--- src/design/bgpg_pkg.sv ---
// Shared constants, codes and controller/datapath interface types of the glyph pixel generator.
package bgpg_pkg;

    // Store and glyph geometry
    localparam int FONT_BYTES  = 1024;
    localparam int MAX_GLYPH_W = 8;
    localparam int MAX_GLYPH_H = 8;
    localparam int COORD_BITS  = 12;

    // Derived widths
    localparam int FONT_AW = (FONT_BYTES > 1) ? $clog2(FONT_BYTES) : 1;
    localparam int IDX_W   = (FONT_AW + 1 > 12) ? FONT_AW + 1 : 12;
    localparam int WW      = $clog2(MAX_GLYPH_W + 1);
    localparam int HW      = $clog2(MAX_GLYPH_H + 1);
    localparam int CW      = (MAX_GLYPH_W > 1) ? $clog2(MAX_GLYPH_W) : 1;
    localparam int RW      = (MAX_GLYPH_H > 1) ? $clog2(MAX_GLYPH_H) : 1;

    // Port widths
    localparam int IN_TDATA_W  = 56;
    localparam int IN_TUSER_W  = 2;
    localparam int OUT_TDATA_W = 48;
    localparam int CFG_INDEX_W = 3;
    localparam int CFG_DATA_W  = 11;

    // Action codes carried in the input tuser
    localparam logic [1:0] ACT_LOAD  = 2'd0;
    localparam logic [1:0] ACT_START = 2'd1;
    localparam logic [1:0] ACT_GLYPH = 2'd2;

    // Configuration register indexes
    localparam logic [CFG_INDEX_W-1:0] CFG_FIRST_CODE   = 3'd0;
    localparam logic [CFG_INDEX_W-1:0] CFG_LAST_CODE    = 3'd1;
    localparam logic [CFG_INDEX_W-1:0] CFG_GLYPH_WIDTH  = 3'd2;
    localparam logic [CFG_INDEX_W-1:0] CFG_GLYPH_HEIGHT = 3'd3;
    localparam logic [CFG_INDEX_W-1:0] CFG_TABLE_BYTES  = 3'd4;
    localparam logic [CFG_INDEX_W-1:0] CFG_PIXEL_ON     = 3'd5;

    // Controller states
    typedef enum logic [2:0] {
        ST_IDLE,
        ST_SETUP,
        ST_CALC,
        ST_FETCH,
        ST_DRAIN,
        ST_EMIT,
        ST_MARK
    } state_t;

    // Commands from the controller to the datapath
    typedef struct packed {
        logic accept;
        logic setup;
        logic calc;
        logic fetch;
        logic emit_pixel;
        logic emit_marker;
        logic adv_cursor;
    } cmd_t;

    // Status from the datapath to the controller
    typedef struct packed {
        logic is_glyph;
        logic in_range;
        logic no_pixels;
        logic fetch_last;
        logic pix_last;
        logic out_free;
    } stat_t;

endpackage

--- src/design/bgpg_ctrl.sv ---
// Controller state machine that sequences setup, column fetch and pixel emission.
module bgpg_ctrl
    import bgpg_pkg::*;
(
    input  logic  clk,
    input  logic  rst_n,
    input  logic  s_axis_tvalid,
    output logic  s_axis_tready,
    input  stat_t stat,
    output cmd_t  cmd
);

    state_t state_reg;
    state_t state_next;

    // State register
    always_ff @(posedge clk or negedge rst_n)
    begin
        if (!rst_n)
        begin
            state_reg <= ST_IDLE;
        end
        else
        begin
            state_reg <= state_next;
        end
    end

    // Next state and commands
    always_comb
    begin
        state_next    = state_reg;
        cmd           = '0;
        s_axis_tready = (state_reg == ST_IDLE);
        case (state_reg)
            ST_IDLE:
            begin
                if (s_axis_tvalid)
                begin
                    cmd.accept = 1'b1;
                    if (stat.is_glyph)
                    begin
                        state_next = ST_SETUP;
                    end
                end
            end
            ST_SETUP:
            begin
                cmd.setup  = 1'b1;
                state_next = ST_CALC;
            end
            ST_CALC:
            begin
                cmd.calc = 1'b1;
                if (!stat.in_range)
                begin
                    state_next = ST_MARK;
                end
                else if (stat.no_pixels)
                begin
                    // In-range glyph with nothing to draw still moves the cursor.
                    cmd.adv_cursor = 1'b1;
                    state_next     = ST_MARK;
                end
                else
                begin
                    state_next = ST_FETCH;
                end
            end
            ST_FETCH:
            begin
                cmd.fetch = 1'b1;
                if (stat.fetch_last)
                begin
                    state_next = ST_DRAIN;
                end
            end
            ST_DRAIN:
            begin
                state_next = ST_EMIT;
            end
            ST_EMIT:
            begin
                if (stat.out_free)
                begin
                    cmd.emit_pixel = 1'b1;
                    if (stat.pix_last)
                    begin
                        cmd.adv_cursor = 1'b1;
                        state_next     = ST_IDLE;
                    end
                end
            end
            ST_MARK:
            begin
                if (stat.out_free)
                begin
                    cmd.emit_marker = 1'b1;
                    state_next      = ST_IDLE;
                end
            end
            default:
            begin
                state_next = ST_IDLE;
            end
        endcase
    end

endmodule

--- config.mk ---
export PLATFORM = sky130hd
export DESIGN_NAME = bgpg_ctrl
export DESIGN_NICKNAME = d
export VERILOG_FILES = /design/src/design/bgpg_pkg.sv /design/src/design/bgpg_ctrl.sv
export SDC_FILE = /design/constraint.sdc
export NUM_CORES = 1
export LEC_CHECK = 0
export BUFFER_PORTS_ARGS = -buffer_cell sky130_fd_sc_hd__buf_2
export CAP_MARGIN = 5
export CELL_PAD_IN_SITES_DETAIL_PLACEMENT = 0
export CELL_PAD_IN_SITES_GLOBAL_PLACEMENT = 1
export CORE_AREA = 2 2 39 41
export CTS_BUF_LIST = sky130_fd_sc_hd__clkbuf_4
export DETAILED_ROUTE_END_ITERATION = 10
export DIE_AREA = 0 0 41 43
export PLACE_DENSITY_LB_ADDON = 0.1
export SYNTH_ARGS = -nofsm -noshare
export SYNTH_HDL_FRONTEND = slang
export SYNTH_SLANG_ARGS = --single-unit
--- constraint.sdc ---
create_clock -name clk -period 5.1 [get_ports clk]
set_clock_uncertainty 0.15 [all_clocks]
set_input_delay 0.51 -clock clk [delete_from_list [all_inputs] [get_ports clk]]
set_output_delay 0.51 -clock clk [all_outputs]
set_load 0.02 [all_outputs]
== Word-level counts from Yosys, hierarchy flattened ==
Cells that the tools add are included.

* Equality and inequality tests: 12
* Mux-type cells: 22
* Reductions and logical operators: 2

{| class="wikitable"
|+ Operators with widths
! cell !! count
|-
| 3-bit 2-to-1 mux || 8
|-
| 3-bit case mux with 7 select lines || 1
|-
| 1-bit 2-to-1 mux || 12
|-
| 2-bit != test (second input constant) || 5
|-
| 3-bit == test (second input constant) || 3
|-
| 3-bit by 2-bit == test with 1-bit output (second input constant) || 2
|-
| 6-bit AND reduction || 1
|-
| 3-bit by 1-bit == test with 1-bit output (second input constant) || 1
|-
| 3-bit logical NOT || 1
|-
| 2-bit by 1-bit != test with 1-bit output (second input constant) || 1
|-
| 1-bit case mux with 2 select lines || 1
|}

* Register bits after elaboration: 3
* Input port bits: 9
* Output and inout port bits: 8
* Logic and storage cells: 37

== Longest topological paths before layout ==
* Depth in word-level cells: 3
* Depth in mapped cells: 5
* Depth with buffers taken out: 4

== Least setup slack after synthesis ==
Ideal clock, no wire load.

* Path kind: register to output
* From: reg state_reg[2]
* To: out cmd[0] (netlist name)
* Arrival time: 1,549 ps
* Data required time: 4,440 ps
* Setup slack: 2,891 ps
* Cell stages (with the launch flop): 4
* Buffers on the path: 1
* Cells stage by stage: dfrtp_1 buf_2 nor3b_1 a32o_1

{| class="wikitable"
|+ RTL lines
! element !! RTL line !! text
|-
| start: declaration || bgpg_ctrl.sv:13 || <nowiki>state_t state_reg;</nowiki>
|-
| start signal: assignment || bgpg_ctrl.sv:25 || <nowiki>state_reg <= state_next;</nowiki>
|-
| end: declaration || bgpg_ctrl.sv:10 || <nowiki>output cmd_t cmd</nowiki>
|}

==> implementation parameters <==
Parameter                              Value

Place
  Placed Area ... 383 sq um
  Post-DP HPWL ... just under 600 microns
  Cell total after placement ... 65
  Port buffer count ... 16
  RePlAce Congestion ... 0.670

CTS
  Library cell used as clock root buffer ... clkbuf_4
  Clock transition time at the flip-flop clock pins of the worst setup and hold paths ... ~40 ps
  Clock Sink Count ... 3
  Quantity of gates resized following cts ... 0
  CTS Buf Count ... 3
  Maximum level of the CTS H-tree ... 1
  Number of post-CTS setup repair buffers ... 0
  Latest clock arrival within the worst-skew pair ... 230 ps
  Cts hold-fix bufs ... 1
  Bufs on Longest Clock Path ... 2
  CTS tree ... yes

Floorplanning
  CORE AREA ... roughly 1400 sq um
  Die Outline Area ... approximately 1800 sq um
  Rows ... 14
  Die boundary width ... about 41 microns
  Die Span Y ... approximately 43 microns
  Ports ... 17
  Initial core utilization ... 22.2%

Yosys
  Synth Register Bits ... 3
  Synthesized cell area ... about 310 sq um
  Library cells used by synthesis ... 23
  Number of nets produced by synthesis ... 45
  Fraction of synthesized area in multiplexers ... between 10% and 20%
  Dominant combinational cell family by area after synthesis ... simple AND/OR/NAND/NOR gates
  Synth Area in XOR/XNOR ... 0%
  Fraction of the mapped netlist area in simple logic gates ... 35.1%
  Average size of a mapped cell ... between 8 and 9 sq um
  Adder-cell area share of the yosys netlist ... 0%
  Fraction of the yosys area taken by sequential cells ... 24.5%
  Yosys warns ... 0
  Post-synthesis compound-gate area fraction ... a little over a fifth
  Post-synthesis instance total ... 36

Layout
  Total non-filler cell area in the finished layout ... ~420 sq um
  Max reg flops ... 3
  Most common cell after layout, fill and taps aside ... buf_2
  Relative area change from synthesis to final layout ... 38.0%
  Post-Layout Cell Count ... 70
  Fill count ... ~160
  Nets@finish ... 64
  Diodes inserted ... 0
  Commonest cells after routing, fill and taps aside ... buf_2 (16), nor2_1 (6), clkbuf_4 (4)
  Share of final-layout standard cells stronger than drive strength 1 ... between 40% and 50%

Flow run
  Max-cap violations ... 0

Global routing
  Met1 Track Usage GR ... 13.0%
  Overall track demand over capacity in global routing ... about 9.0%
  Number of antenna violations at the first check in global routing ... 0
  Global routing's busiest layer ... met1
  Met3 Use GR ... 0%
  Vias in the first global route ... around 270
  Maximum number of pins on one net before global-route repair ... 13
  Met2 Resource Use GR ... 12.5%
  Sum of overflow across all layers after global routing ... 0
  First-pass GRT wire length ... 1100 microns

Worst setup path
  Cell with the largest stage delay on the worst path ... dfrtp_1
  CP startpoint kind ... register
  Max incr delay on CP ... about 530 ps
  Worst flop-to-flop path endpoint ... state_reg[0]
  Number of buffer and inverter stages on the critical path ... 1
  Critical path, cell by cell ... nor3b_1, a32o_1, buf_2
  CP top delay family ... flip-flops
  Worst reg2reg startpoint ... state_reg[1]
  Critical path required time ... 4440 ps
  Type of the worst setup path ... register to output port
  Kind of capture point of the worst setup path ... output port
  Data arrival time of the critical path ... between 1000 and 1500 ps
  Largest fanout on the critical path ... 12
  Register-to-register setup slack ... 3400 ps
  Number of cells on the worst reg-to-reg path ... 4

STA
  Slew Limit Fails ... 0
  Maximum operating frequency ... approximately 0.48 GHz
  Slew HR ... 70.6%
  Final hold violation count ... 0
  Setup violators final ... 0
  Period Utilization, post-route ... between 40% and 50%
  Post-route worst hold slack ... 452 ps
  Setup repair after global routing missed its margin ... false
  Final critical delay including setup and external delays ... just over 2000 ps
  Transition time of the tightest slew-check pin ... 441 ps
  Aggregate negative setup slack ... 0 ps

Min path
  Worst min-delay path category ... primary input to async pin

Pwr
  P per Cell Area ... about 640 nW/um^2
  Static power due to leakage ... ~0.2 nW
  Power Total ... between 0.0002 and 0.0003 W
  VDD IR-drop max ... 0.168 mV

Routing
  Routed wire length ... 756 microns
  Iter 0 DRT Violations ... 1
  Total number of vias ... between 300 and 400
  Mean number of vias per cell ... around 4.6
  Detailed-route wire length per cell ... 10.8 microns
  Iteration count of the initial detailed-routing pass ... 2
  Total DRC errors in the routed layout ... 0
  Antenna violation net count after detailed routing ... 0

Run status
  Outcome ... finished, final reports clean
layout make-up:
class | instances | area, sq um | area share (%)
Multi-Input combinational cell | 30 | 208 | 49.1
Timing Repair Buffer | 17 | 90.1 | 21.3
Sequential cell | 3 | 75.1 | 17.8
Clock buffer | 4 | 30.0 | 7.10
Tap cell | 16 | 20.0 | 4.73
stage by stage:
| step | util, % | setup slack [ps] |
|---|---|---|
| 2_1_floorplan | - | 2890 |
| 3_3_place_gp | 27.7 | 3270 |
| 3_5_place_dp | 27.7 | 3270 |
| 4_1_cts | 30.6 | 3010 |
| 5_1_grt | 30.6 | 2940 |
| 6_report | 30.6 | 3020 |
power breakdown:
part / switching, W / internal, W / leakage, nW
combinational: 0.0000791 / 0.0000748 / 0.145
clock: 0.0000120 / 0.0000346 / 0.0184
sequential: 0.0000354 / 0.0000362 / 0.0365
routing by layer:
layer  up-vias  share of wire [%]
met2        15                 44
met3         2                8.3
met4         0                2.1
li1        162                  -
met5         -                  0
met1       141                 46
worst max path at each step:
stage,depth (start not counted),slack [ps],from,end
2_1_floorplan,3,2890,state_reg[2],cmd[0]
3_3_place_gp,3,3270,state_reg[2],cmd[0]
3_5_place_dp,3,3270,state_reg[2],cmd[0]
4_1_cts,3,3010,state_reg[2],cmd[0]
5_1_grt,3,2940,state_reg[2],cmd[0]
6_report,3,3020,state_reg[2],cmd[0]
cells by family after synthesis:
| kind of cell | Yosys count |
|---|---|
| buf+inv | 3 |
| flops | 3 |
| mux | 2 |
| compound gates | 8 |
| simple gates | 20 |
cells in the mapped netlist:
library cell | n | area, sq um
nand2_1 | 3 | 11.3
nor3b_1 | 2 | 15.0
dfrtp_1 | 3 | 75.1
nor3_1 | 1 | 5.00
nor2b_1 | 1 | 6.26
nand2b_1 | 3 | 18.8
a22oi_1 | 1 | 7.51
mux2i_4 | 1 | 22.5
or3b_2 | 1 | 8.76
o22a_2 | 1 | 10.0
a32o_1 | 1 | 10.0
and2_2 | 1 | 7.51
a21oi_1 | 2 | 10.0
buf_2 | 1 | 5.00
and2_1 | 1 | 6.26
buf_6 | 1 | 11.3
nor2_1 | 6 | 22.5
and2_0 | 1 | 6.26
buf_4 | 1 | 7.51
o22a_1 | 1 | 8.76
o21ai_0 | 1 | 5.00
mux2_1 | 1 | 11.3
a2bb2oi_2 | 1 | 15.0
(Power assumes the default switching activity.)
